File: src/sv/lpht_pkg.sv
// ----------------------------------------------------------------------------
// lpht_pkg
// Shared types and constants of the linear-probe hash table: status codes,
// operation codes, sequencer states and configuration defaults.
// ----------------------------------------------------------------------------
package lpht_pkg;

    // Default geometry
    localparam int TABLE_SLOTS_DEF = 64;
    localparam int KEY_BITS_DEF    = 16;

    // Fixed field widths
    localparam int HASH_BITS  = 32;
    localparam int VALUE_BITS = 32;
    localparam int STATUS_W   = 3;
    localparam int MAX_W      = 6;
    localparam int APB_DATA_W = 32;
    localparam int APB_ADDR_W = 3;

    // Register map: word index taken from paddr[2]
    localparam logic REG_MAX_ENTRIES = 1'b0;

    localparam logic [MAX_W-1:0] MAX_ENTRIES_RST = 6'd48;

    typedef enum logic [STATUS_W-1:0] {
        STAT_UPDATED   = 3'd0,
        STAT_INSERTED  = 3'd1,
        STAT_FOUND     = 3'd2,
        STAT_NOT_FOUND = 3'd3,
        STAT_FULL      = 3'd4
    } t_status;

    typedef enum logic {
        FUNC_SET = 1'b0,
        FUNC_GET = 1'b1
    } t_func;

    typedef enum logic [2:0] {
        ST_CLEAR,
        ST_IDLE,
        ST_HASH,
        ST_MOD,
        ST_PROBE
    } t_state;

endpackage

File: src/sv/linear_probe_hash_table.sv
// Timing: with a power-of-two slot count the home slot is read at the accept
//   edge and each further slot is read in turn; the result is registered once
//   the probe ends and the output register is free. Other slot counts first
//   form the hash remainder in ST_HASH (reciprocal multiply) and ST_MOD
//   (multiply and subtract). Throughput: one item at a time; no new request
//   is taken until the result is registered. Reset: clear TABLE_SLOTS slots.
// ----------------------------------------------------------------------------
// linear_probe_hash_table
// Open-addressing hash table with linear probing. A small sequencer walks the
// slot memory one slot per cycle from the home slot until it meets the key,
// an empty slot, or has visited every slot, then sets, updates or reads.
// ----------------------------------------------------------------------------
module linear_probe_hash_table #(
    parameter int TABLE_SLOTS = lpht_pkg::TABLE_SLOTS_DEF,
    parameter int KEY_BITS    = lpht_pkg::KEY_BITS_DEF
) (
    input  logic                              i_clk,
    input  logic                              i_rst_n,
    // Request channel
    input  logic                              i_in_valid,
    output logic                              o_in_ready,
    input  logic                              i_func,
    input  logic [KEY_BITS-1:0]               i_key_id,
    input  logic [lpht_pkg::HASH_BITS-1:0]    i_key_hash,
    input  logic [lpht_pkg::VALUE_BITS-1:0]   i_value_in,
    // Result channel
    output logic                              o_out_valid,
    input  logic                              i_out_ready,
    output logic [lpht_pkg::STATUS_W-1:0]     o_status,
    output logic [lpht_pkg::VALUE_BITS-1:0]   o_value_out,
    // Configuration port
    input  logic                              psel,
    input  logic                              penable,
    input  logic                              pwrite,
    input  logic [lpht_pkg::APB_ADDR_W-1:0]   paddr,
    input  logic [lpht_pkg::APB_DATA_W-1:0]   pwdata,
    output logic [lpht_pkg::APB_DATA_W-1:0]   prdata,
    output logic                              pready
);

    localparam int SLOT_W  = $clog2(TABLE_SLOTS);
    localparam int WORD_W  = 1 + KEY_BITS + lpht_pkg::VALUE_BITS;
    localparam int HB      = lpht_pkg::HASH_BITS;
    localparam int REM_SH  = HB + SLOT_W;
    localparam bit IS_POW2 = (TABLE_SLOTS & (TABLE_SLOTS - 1)) == 0;
    localparam logic [SLOT_W-1:0] LAST_SLOT = SLOT_W'(TABLE_SLOTS - 1);
    localparam logic [HB-1:0]     SLOTS_H   = HB'(TABLE_SLOTS);
    localparam logic [HB:0]       RECIP     =
        (HB + 1)'(((64'd1 << REM_SH) + 64'(TABLE_SLOTS) - 64'd1) / 64'(TABLE_SLOTS));

    // Sequencer and request registers
    lpht_pkg::t_state                 r_state, n_state;
    logic [SLOT_W-1:0]                r_idx, n_idx;
    logic [SLOT_W-1:0]                r_cnt, n_cnt;
    logic [HB-1:0]                    r_quot, n_quot;
    logic [lpht_pkg::HASH_BITS-1:0]   r_hash, n_hash;
    lpht_pkg::t_func                  r_func, n_func;
    logic [KEY_BITS-1:0]              r_key, n_key;
    logic [lpht_pkg::VALUE_BITS-1:0]  r_val, n_val;
    logic [lpht_pkg::MAX_W-1:0]       r_live, n_live;
    logic [lpht_pkg::MAX_W-1:0]       r_max;
    // Output register
    logic                             r_out_valid, n_out_valid;
    lpht_pkg::t_status                r_status, n_status;
    logic [lpht_pkg::VALUE_BITS-1:0]  r_vout, n_vout;

    // Memory interface
    logic                             ram_we, ram_re;
    logic [SLOT_W-1:0]                ram_waddr, ram_raddr;
    logic [WORD_W-1:0]                ram_wdata, ram_rdata;

    // Slot decode and probe helpers
    logic                             slot_valid, slot_hit, slot_empty, probe_last;
    logic [KEY_BITS-1:0]              slot_key;
    logic [lpht_pkg::VALUE_BITS-1:0]  slot_value;
    logic [SLOT_W-1:0]                idx_next;
    logic [2*HB:0]                    quot_prod;
    logic [HB-1:0]                    quot_next, quot_mul, rem_full;
    logic [SLOT_W-1:0]                home_slot;
    logic                             out_free, accept, cfg_wr;

    lpht_slot_ram #(
        .DEPTH (TABLE_SLOTS),
        .WIDTH (WORD_W)
    ) u_slot_ram (
        .i_clk   (i_clk),
        .i_we    (ram_we),
        .i_waddr (ram_waddr),
        .i_wdata (ram_wdata),
        .i_re    (ram_re),
        .i_raddr (ram_raddr),
        .o_rdata (ram_rdata)
    );

    // Decode the slot word of the last read
    assign slot_valid = ram_rdata[WORD_W-1];
    assign slot_key   = ram_rdata[lpht_pkg::VALUE_BITS +: KEY_BITS];
    assign slot_value = ram_rdata[lpht_pkg::VALUE_BITS-1:0];
    assign slot_hit   = slot_valid && (slot_key == r_key);
    assign slot_empty = !slot_valid;
    assign probe_last = (r_cnt == LAST_SLOT);
    assign idx_next   = (r_idx == LAST_SLOT) ? '0 : r_idx + 1'b1;

    // Hash remainder: quotient by reciprocal multiply, then multiply and subtract
    assign quot_prod = {{(HB + 1){1'b0}}, r_hash} * {{HB{1'b0}}, RECIP};
    assign quot_next = HB'(quot_prod >> REM_SH);
    assign quot_mul  = r_quot * SLOTS_H;
    assign rem_full  = r_hash - quot_mul;
    assign home_slot = rem_full[SLOT_W-1:0];

    assign o_in_ready = (r_state == lpht_pkg::ST_IDLE);
    assign accept     = i_in_valid && o_in_ready;
    assign out_free   = !r_out_valid || i_out_ready;

    // Next state, memory control and result
    always_comb begin
        n_state     = r_state;
        n_idx       = r_idx;
        n_cnt       = r_cnt;
        n_quot      = r_quot;
        n_hash      = r_hash;
        n_func      = r_func;
        n_key       = r_key;
        n_val       = r_val;
        n_live      = r_live;
        n_out_valid = r_out_valid && !i_out_ready;
        n_status    = r_status;
        n_vout      = r_vout;
        ram_we      = 1'b0;
        ram_waddr   = r_idx;
        ram_wdata   = {1'b1, r_key, r_val};
        ram_re      = 1'b0;
        ram_raddr   = r_idx;

        unique case (r_state)
            lpht_pkg::ST_CLEAR: begin
                // Sweep every slot and drop its valid mark
                ram_we    = 1'b1;
                ram_wdata = '0;
                if (r_idx == LAST_SLOT) begin
                    n_idx   = '0;
                    n_state = lpht_pkg::ST_IDLE;
                end else begin
                    n_idx = r_idx + 1'b1;
                end
            end

            lpht_pkg::ST_IDLE: begin
                if (accept) begin
                    n_func   = lpht_pkg::t_func'(i_func);
                    n_key    = i_key_id;
                    n_val    = i_value_in;
                    n_hash   = i_key_hash;
                    n_cnt    = '0;
                    if (IS_POW2) begin
                        // Home slot is the low hash bits: read it right away
                        n_idx     = i_key_hash[SLOT_W-1:0];
                        ram_re    = 1'b1;
                        ram_raddr = i_key_hash[SLOT_W-1:0];
                        n_state   = lpht_pkg::ST_PROBE;
                    end else begin
                        n_idx   = '0;
                        n_state = lpht_pkg::ST_HASH;
                    end
                end
            end

            lpht_pkg::ST_HASH: begin
                // Form the quotient of the hash by the slot count
                n_quot  = quot_next;
                n_state = lpht_pkg::ST_MOD;
            end

            lpht_pkg::ST_MOD: begin
                // Take the remainder as the home slot and read it
                n_idx     = home_slot;
                ram_re    = 1'b1;
                ram_raddr = home_slot;
                n_state   = lpht_pkg::ST_PROBE;
            end

            lpht_pkg::ST_PROBE: begin
                if (!(slot_hit || slot_empty || probe_last)) begin
                    // Advance to the next slot with wrap-around
                    ram_re    = 1'b1;
                    ram_raddr = idx_next;
                    n_idx     = idx_next;
                    n_cnt     = r_cnt + 1'b1;
                end else if (out_free) begin
                    n_out_valid = 1'b1;
                    n_vout      = '0;
                    n_state     = lpht_pkg::ST_IDLE;
                    if (r_func == lpht_pkg::FUNC_SET) begin
                        priority if (slot_hit) begin
                            ram_we   = 1'b1;
                            n_status = lpht_pkg::STAT_UPDATED;
                        end else if (slot_empty && (r_live < r_max)) begin
                            ram_we   = 1'b1;
                            n_live   = r_live + 1'b1;
                            n_status = lpht_pkg::STAT_INSERTED;
                        end else begin
                            n_status = lpht_pkg::STAT_FULL;
                        end
                    end else begin
                        if (slot_hit) begin
                            n_vout   = slot_value;
                            n_status = lpht_pkg::STAT_FOUND;
                        end else begin
                            n_status = lpht_pkg::STAT_NOT_FOUND;
                        end
                    end
                end
            end

            default: begin
                n_state = lpht_pkg::ST_IDLE;
            end
        endcase
    end

    // Control registers
    always_ff @(posedge i_clk) begin
        if (!i_rst_n) begin
            r_state     <= lpht_pkg::ST_CLEAR;
            r_idx       <= '0;
            r_live      <= '0;
            r_out_valid <= 1'b0;
        end else begin
            r_state     <= n_state;
            r_idx       <= n_idx;
            r_live      <= n_live;
            r_out_valid <= n_out_valid;
        end
    end

    // Request and result payload
    always_ff @(posedge i_clk) begin
        r_cnt    <= n_cnt;
        r_quot   <= n_quot;
        r_hash   <= n_hash;
        r_func   <= n_func;
        r_key    <= n_key;
        r_val    <= n_val;
        r_status <= n_status;
        r_vout   <= n_vout;
    end

    // Configuration register
    assign cfg_wr = psel && penable && pwrite && pready
                  && (paddr[2] == lpht_pkg::REG_MAX_ENTRIES);

    always_ff @(posedge i_clk) begin
        if (!i_rst_n) begin
            r_max <= lpht_pkg::MAX_ENTRIES_RST;
        end else if (cfg_wr) begin
            r_max <= pwdata[lpht_pkg::MAX_W-1:0];
        end
    end

    assign pready = 1'b1;
    assign prdata = (paddr[2] == lpht_pkg::REG_MAX_ENTRIES)
                  ? {{(lpht_pkg::APB_DATA_W - lpht_pkg::MAX_W){1'b0}}, r_max}
                  : '0;

    assign o_out_valid = r_out_valid;
    assign o_status    = r_status;
    assign o_value_out = r_vout;

endmodule

File: src/sv/lpht_slot_ram.sv
// ----------------------------------------------------------------------------
// lpht_slot_ram
// Slot storage: one write port and one read port, read data registered.
// Each word holds the valid mark, the key and the value of one slot.
// ----------------------------------------------------------------------------
module lpht_slot_ram #(
    parameter int DEPTH = 64,
    parameter int WIDTH = 49
) (
    input  logic                     i_clk,
    input  logic                     i_we,
    input  logic [$clog2(DEPTH)-1:0] i_waddr,
    input  logic [WIDTH-1:0]         i_wdata,
    input  logic                     i_re,
    input  logic [$clog2(DEPTH)-1:0] i_raddr,
    output logic [WIDTH-1:0]         o_rdata
);

    logic [WIDTH-1:0] r_mem [DEPTH];
    logic [WIDTH-1:0] r_rdata;

    // Write port
    always_ff @(posedge i_clk) begin
        if (i_we) begin
            r_mem[i_waddr] <= i_wdata;
        end
    end

    // Read port: hold the last word while no read is issued
    always_ff @(posedge i_clk) begin
        if (i_re) begin
            r_rdata <= r_mem[i_raddr];
        end
    end

    assign o_rdata = r_rdata;

endmodule
File: config.mk
export PLATFORM = sky130hd
export DESIGN_NAME = linear_probe_hash_table
export DESIGN_NICKNAME = d
export VERILOG_FILES = /design/src/sv/lpht_pkg.sv /design/src/sv/linear_probe_hash_table.sv /design/src/sv/lpht_slot_ram.sv
export SDC_FILE = /design/constraint.sdc
export NUM_CORES = 2
export LEC_CHECK = 0
export BUFFER_PORTS_ARGS = -buffer_cell sky130_fd_sc_hd__buf_2
export CAP_MARGIN = 20
export CELL_PAD_IN_SITES_DETAIL_PLACEMENT = 2
export CELL_PAD_IN_SITES_GLOBAL_PLACEMENT = 2
export CORE_ASPECT_RATIO = 1.25
export CORE_MARGIN = 4
export CORE_UTILIZATION = 45
export CTS_CLUSTER_DIAMETER = 30
export CTS_CLUSTER_SIZE = 25
export DETAILED_ROUTE_END_ITERATION = 16
export GPL_TIMING_DRIVEN = 1
export PLACE_DENSITY_LB_ADDON = 0.1
export SKIP_CTS_REPAIR_TIMING = 1
export SLEW_MARGIN = 20
export SYNTH_ARGS = -nofsm -noshare
export SYNTH_HDL_FRONTEND = slang
export SYNTH_SLANG_ARGS = --single-unit
File: constraint.sdc
create_clock -name i_clk -period 5.8 [get_ports i_clk]
set_input_delay 0.29 -clock i_clk [delete_from_list [all_inputs] [get_ports i_clk]]
set_output_delay 0.29 -clock i_clk [all_outputs]
set_load 0.01 [all_outputs]
### After elaboration in Yosys (flattened, before gate mapping)

Memories as Yosys holds them, arrays and structs flattened. A register that Yosys moved wholly into a read port is not among the register bits.
Cells that the tools add are included.

| storage, ports and cells | value |
|---|---|
| flip-flop bits (word level) | 118 |
| memories | 1 |
| logic and storage cells | 88 |
| bits in writable memories | 3,136 |

| operators by class | value |
|---|---|
| bitwise logic cells | 3 |
| reductions and logical operators | 22 |
| magnitude comparators | 1 |
| eq/ne operators | 12 |
| muxes and demuxes | 33 |
| add/sub/neg operators | 4 |

Memory list:

| memory | depth | width | read ports | clocked after memory_dff | wr ports | line | RTL |
|---|---|---|---|---|---|---|---|
| u_slot_ram.r_mem | 64 | 49 | 1 | 1 | 1 | lpht_slot_ram.sv:19 | `logic [WIDTH-1:0] r_mem [DEPTH];` |

Operators by type and width:

| kind | count |
|---|---|
| $mux W49 | 1 |
| $mux W6 | 6 |
| $pmux W6 S4 | 1 |
| $mux W3 | 7 |
| $add A6 B1 Y6 const B | 3 |
| $pmux W6 S3 | 1 |
| $eq A16 B16 Y1 | 1 |
| $pmux W3 S5 | 1 |
| $mux W1 | 13 |
| $eq A6 B6 Y1 const B | 2 |
| $pmux W6 S2 | 1 |
| $ne A2 B2 Y1 const B | 4 |
| $logic_and A1 B1 Y1 | 7 |
| $eq A3 B2 Y1 const B | 2 |
| $lt A6 B6 Y1 | 1 |
| $reduce_and A3 Y1 | 2 |
| $reduce_and A6 Y1 | 1 |
| $sub A6 B1 Y6 const B | 1 |
| $reduce_and A2 Y1 | 2 |
| $reduce_and A4 Y1 | 1 |
| $reduce_bool A4 Y1 | 1 |
| $eq A3 B1 Y1 const B | 1 |
| $eq A3 B3 Y1 const B | 1 |
| $logic_not A1 Y1 | 3 |
| 7 further kinds | 11 |

### Depth between registers and ports, before layout

| depth | value |
|---|---|
| depth after elaboration | 10 |
| depth in mapped cells | 18 |

### Modules after synthesis

A second synthesis with hierarchy kept.

| second synthesis, totals | value |
|---|---|
| cells, all modules | 5,747 |
| area, all modules | 126,023.4 um^2 |

By module, submodules not included:

| module | cells each | area each (um^2) | times used |
|---|---|---|---|
| lpht_slot_ram | 5,283 | 120,486.8 | 1 |
| linear_probe_hash_table | 464 | 5,536.6 | 1 |

### Least setup slack after synthesis

No wires, ideal clock.

| timing | value |
|---|---|
| path type | reg2reg |
| from | register r_max[1] (netlist bit) |
| to | memory u_slot_ram.r_mem[55][0] (enable) |
| slack | 700 ps |
| clock period less this slack | 5,100 ps |
| arrival time | 4,644 ps |
| required time | 5,344 ps |
| stages on the path, launching flop included | 12 |
| path through | dfxtp_1 inv_1 ha_1 a21o_1 a21o_1 a21o_1 a21o_1 a211o_1 a2111o_1 a21boi_0 nand3_1 nor2_1 |

| between the ends | value |
|---|---|
| word-level cells in the longest chain between the ends | 10 |

Ends and longest elaborated chain:

| element | line | RTL |
|---|---|---|
| start: declaration | linear_probe_hash_table.sv:61 | `logic [lpht_pkg::MAX_W-1:0] r_max;` |
| start signal: assignment | linear_probe_hash_table.sv:254 | `r_max <= lpht_pkg::MAX_ENTRIES_RST;` |
| start signal: assignment | linear_probe_hash_table.sv:256 | `r_max <= pwdata[lpht_pkg::MAX_W-1:0];` |
| $lt A6 B6 Y1 | linear_probe_hash_table.sv:197 | `end else if (slot_empty && (r_live < r_max)) begin` |
| $logic_and A1 B1 Y1 | linear_probe_hash_table.sv:197 |  |
| $mux W1 | linear_probe_hash_table.sv:197 |  |
| $mux W1 | linear_probe_hash_table.sv:194 | `priority if (slot_hit) begin` |
| $mux W1 | linear_probe_hash_table.sv:193 | `if (r_func == lpht_pkg::FUNC_SET) begin` |
| $mux W1 | linear_probe_hash_table.sv:189 | `end else if (out_free) begin` |
| $mux W1 | linear_probe_hash_table.sv:183 | `if (!(slot_hit \|\| slot_empty \|\| probe_last)) begin` |
| $pmux W1 S2 | linear_probe_hash_table.sv:135 | `unique case (r_state)` |
| $mux W1 | lpht_slot_ram.sv:24 | `if (i_we) begin` |
| $mux W1 (not written as such) | lpht_slot_ram.sv:25 | `r_mem[i_waddr] <= i_wdata;` |
| end: declaration | lpht_slot_ram.sv:19 |  |

Every way passes these cells.

### Worst setup path after layout

| timing | value |
|---|---|
| from | register r_key[3] |
| to | memory u_slot_ram.r_mem[47][30] (enable) |

| between the ends | value |
|---|---|
| word-level cells in the longest chain between the ends | 9 |
| elaborated cells on any way between the ends | 11 |
| classes of those cells | 1 x eq/ne; 7 x mux; 3 x reduce/logical |

Ends and longest elaborated chain:

| element | line | RTL |
|---|---|---|
| start: declaration | linear_probe_hash_table.sv:58 | `logic [KEY_BITS-1:0] r_key, n_key;` |
| start signal: assignment | linear_probe_hash_table.sv:242 | `r_key <= n_key;` |
| $eq A16 B16 Y1 (*) | linear_probe_hash_table.sv:99 | `assign slot_hit = slot_valid && (slot_key == r_key);` |
| $logic_and A1 B1 Y1 (*) | linear_probe_hash_table.sv:99 |  |
| $mux W1 | linear_probe_hash_table.sv:194 |  |
| $mux W1 | linear_probe_hash_table.sv:193 |  |
| $mux W1 | linear_probe_hash_table.sv:189 |  |
| $mux W1 (*) | linear_probe_hash_table.sv:183 |  |
| $pmux W1 S2 (*) | linear_probe_hash_table.sv:135 |  |
| $mux W1 (*) | lpht_slot_ram.sv:24 |  |
| $mux W1 (not written as such) (*) | lpht_slot_ram.sv:25 |  |

Every way passes the cells marked *; elsewhere a longest branch is shown, timed or not.

==> metrics <==
largest net degree at the start of global routing=131; most common cell after layout, fill and taps aside=edfxtp_1; Nets=9631; Syn Area/Cell=14.4 sq um; Max Clock Skew=0.0782 ns; Pleak=54.8 nW; DR WL met2=286 mm; Hold EP=r_val[20]; Synth Flop Type=edfxtp_1; post-synth top area share=0.772; Ys Warns=0; layout cell share with drive strength beyond 1=0.161; grt ovf=0; M1 wire length=203 mm; die width=484 microns; maxcap violations=0; drt pass-1 iters=5; DRC violations left=0; R2R Setup Slk=0.19 ns; dpl hpwl=277 mm; io pins=193; CP Capture Type=flop; TritonCTS clock tree=yes; final instance area=0.157 sq mm; Worst Path Arrival=6.19 ns; clk buf depth=4; routed vias/inst=6.64; top layer in use=met5; Post-synth EDFFs=3281; sequential share of the synthesized area=0.775; status=complete, no violations; antenna violations before repair=27; Async SR Flop Fraction=0; placer congestion estimate=0.797; Tightest Pin Transition=1.19 ns; RSZ-0062 raised after global routing=no; Syn Inst Count=8875; Total Routing Usage GR=0.385; vias=91300; Final min period=5.61 ns; vias in the first global route=98400; Netlist cell types=71; post-synthesis register bit count=3303; reg-to-reg endpoint=u_slot_ram.r_mem[47][30]; H-tree levels=6; Reg area=0.0990 sq mm; Met3 Routed Length=52.9 mm; CP required=6.38 ns; Hold Crit Start=i_value_in[20]; Core Util, Final=0.556; worst slack at placement=0.445 ns; Sink Count=3303; hold path cells=2; multi-input combinational cell area=0.0267 sq mm; Area Growth Syn to Fin=23.0%; starting DRC count in detailed routing=13100; Finished Layout Cells=13700; Fin Setup TNS=0 ns; Final Cycle Share=0.967; Core ar.=0.282 sq mm; worst skew pair latency=0.98 ns; power per cell area=596 mW/mm^2; maximum VDD drop=0.000459 V; CTS Root Cell=clkbuf_16; Final Hold Violating Endpoints=0; largest cells by area after synthesis=edfxtp_1, nand2_1, nand3_1; Setup violations, final=0; most frequent cells in the layout=edfxtp_1, nand2_1, nand3_1, clkbuf_16, a31oi_1; starting density of the core=0.452; Fin Hold WS=0.0636 ns; Pwr Total=93.6 mW; CP Launch Type=flop; Buffers on Ports=111; number of placed instances, taps included=12600; Post-DP Area=0.136 sq mm; Hold WC Path Type=primary input to flop; Setup CP Type=flop to flop; Worst slew margin=0.204; max-slew violations=0; Setup WS post-layout=0.192 ns; Avg WL per Cell=42.3 microns; R2R Path Start=r_key[3]; cts bufs inserted=600; Die Y-Extent=603 microns; CP max FO=12; Mapped Area=0.128 sq mm; row count=218; Die Area=0.292 sq mm; CTS clock-pin slew for the worst setup and hold paths=0.05 ns; antenna viol nets, final=0; FMAX=178 MHz; final WL=581 mm; fill count=24800; cell taking the most area after synthesis=edfxtp_1; r2r worst-path depth=10; first-pass GRT wire length=796 mm
power by group:
group	internal [mW]	leakage, nW	switching (mW)
Combinational	6.63	14.5	19.9
Sequential	29.7	30.5	0.497
Clock	23.0	9.81	13.9
worst max-delay path, cell delays in order, from the launching register on:
cell and delay, ns:
edfxtp_1 0.43, xor2_1 0.23, nor4_4 0.79, and4_1 0.74
nand2_1 0.30, a2111o_1 0.63, a21boi_0 0.57, nand3_1 0.18
buf_4 0.29, nor2_4 0.55, buf_4 0.45
how the worst max path moves through the flow:
stage	start	endpoint	slack (ns)
final	r_key[3]	u_slot_ram.r_mem[47][30]	0.19
after global routing	r_key[3]	u_slot_ram.o_rdata[15]	0.26
after CTS	r_key[3]	u_slot_ram.o_rdata[15]	0.32
after detailed placement	r_key[3]	u_slot_ram.o_rdata[15]	0.44
after global placement	u_slot_ram.o_rdata[35]	u_slot_ram.o_rdata[15]	0.71
after floorplan	r_max[1]	u_slot_ram.r_mem[55][0]	0.70
sequential cells by signal, summed over array words and instances, names as in the netlist, 16 cells and up:
register            cells
o_value_out            32
r_key                  16
u_slot_ram.o_rdata     49
r_val                  32
u_slot_ram.r_mem     3136
cell usage after synthesis (8+ instances only):
cell type	instances
a21oi_1	16
a221oi_1	25
a22oi_1	10
a311oi_1	50
a31oi_1	376
a32o_1	52
a32oi_1	201
and2_1	99
and3_1	23
and4_1	13
buf_1	46
buf_2	247
buf_4	54
clkbuf_1	227
dfxtp_1	22
edfxtp_1	3281
ha_1	8
inv_1	13
mux2i_1	231
mux4_2	27
nand2_1	2598
nand3_1	800
nand4_1	178
nor2_1	110
nor2b_1	9
o211ai_1	11
o21ai_0	14
or3_1	14
or4_1	10
xor2_1	23
routing by layer:
metal | vias up | GRT usage
li1 | 34700 | -
met1 | 48300 | 0.456
met2 | 6420 | 0.648
met3 | 1816 | 0.0775
met4 | 14 | 0.236
met5 | - | 0
layout make-up:
type / count / share of cell area
timing repair buffer: 577 / 0.0401
multi-input combinational: 5004 / 0.170
clock inverter: 412 / 0.0295
clock buffer: 680 / 0.0995
inverter: 14 / 0.000382
antenna: 17 / 0.000271
sequential: 3303 / 0.630
tap: 3740 / 0.0298
logic make-up after synthesis:
logic type               count (synthesis)  share of synthesized area
flip-flops                            3303                      0.775
buffers and inverters                  593                     0.0217
other                                    2                  0.0000588
multiplexers                           258                     0.0229
AND/OR/NAND/NOR                       3886                      0.131
XOR/XNOR                                26                    0.00178
adder cells (fa/ha/maj)                  8                   0.000784
AO/OA/AOI/OAI                          799                     0.0468
(Power assumes the default switching activity.)
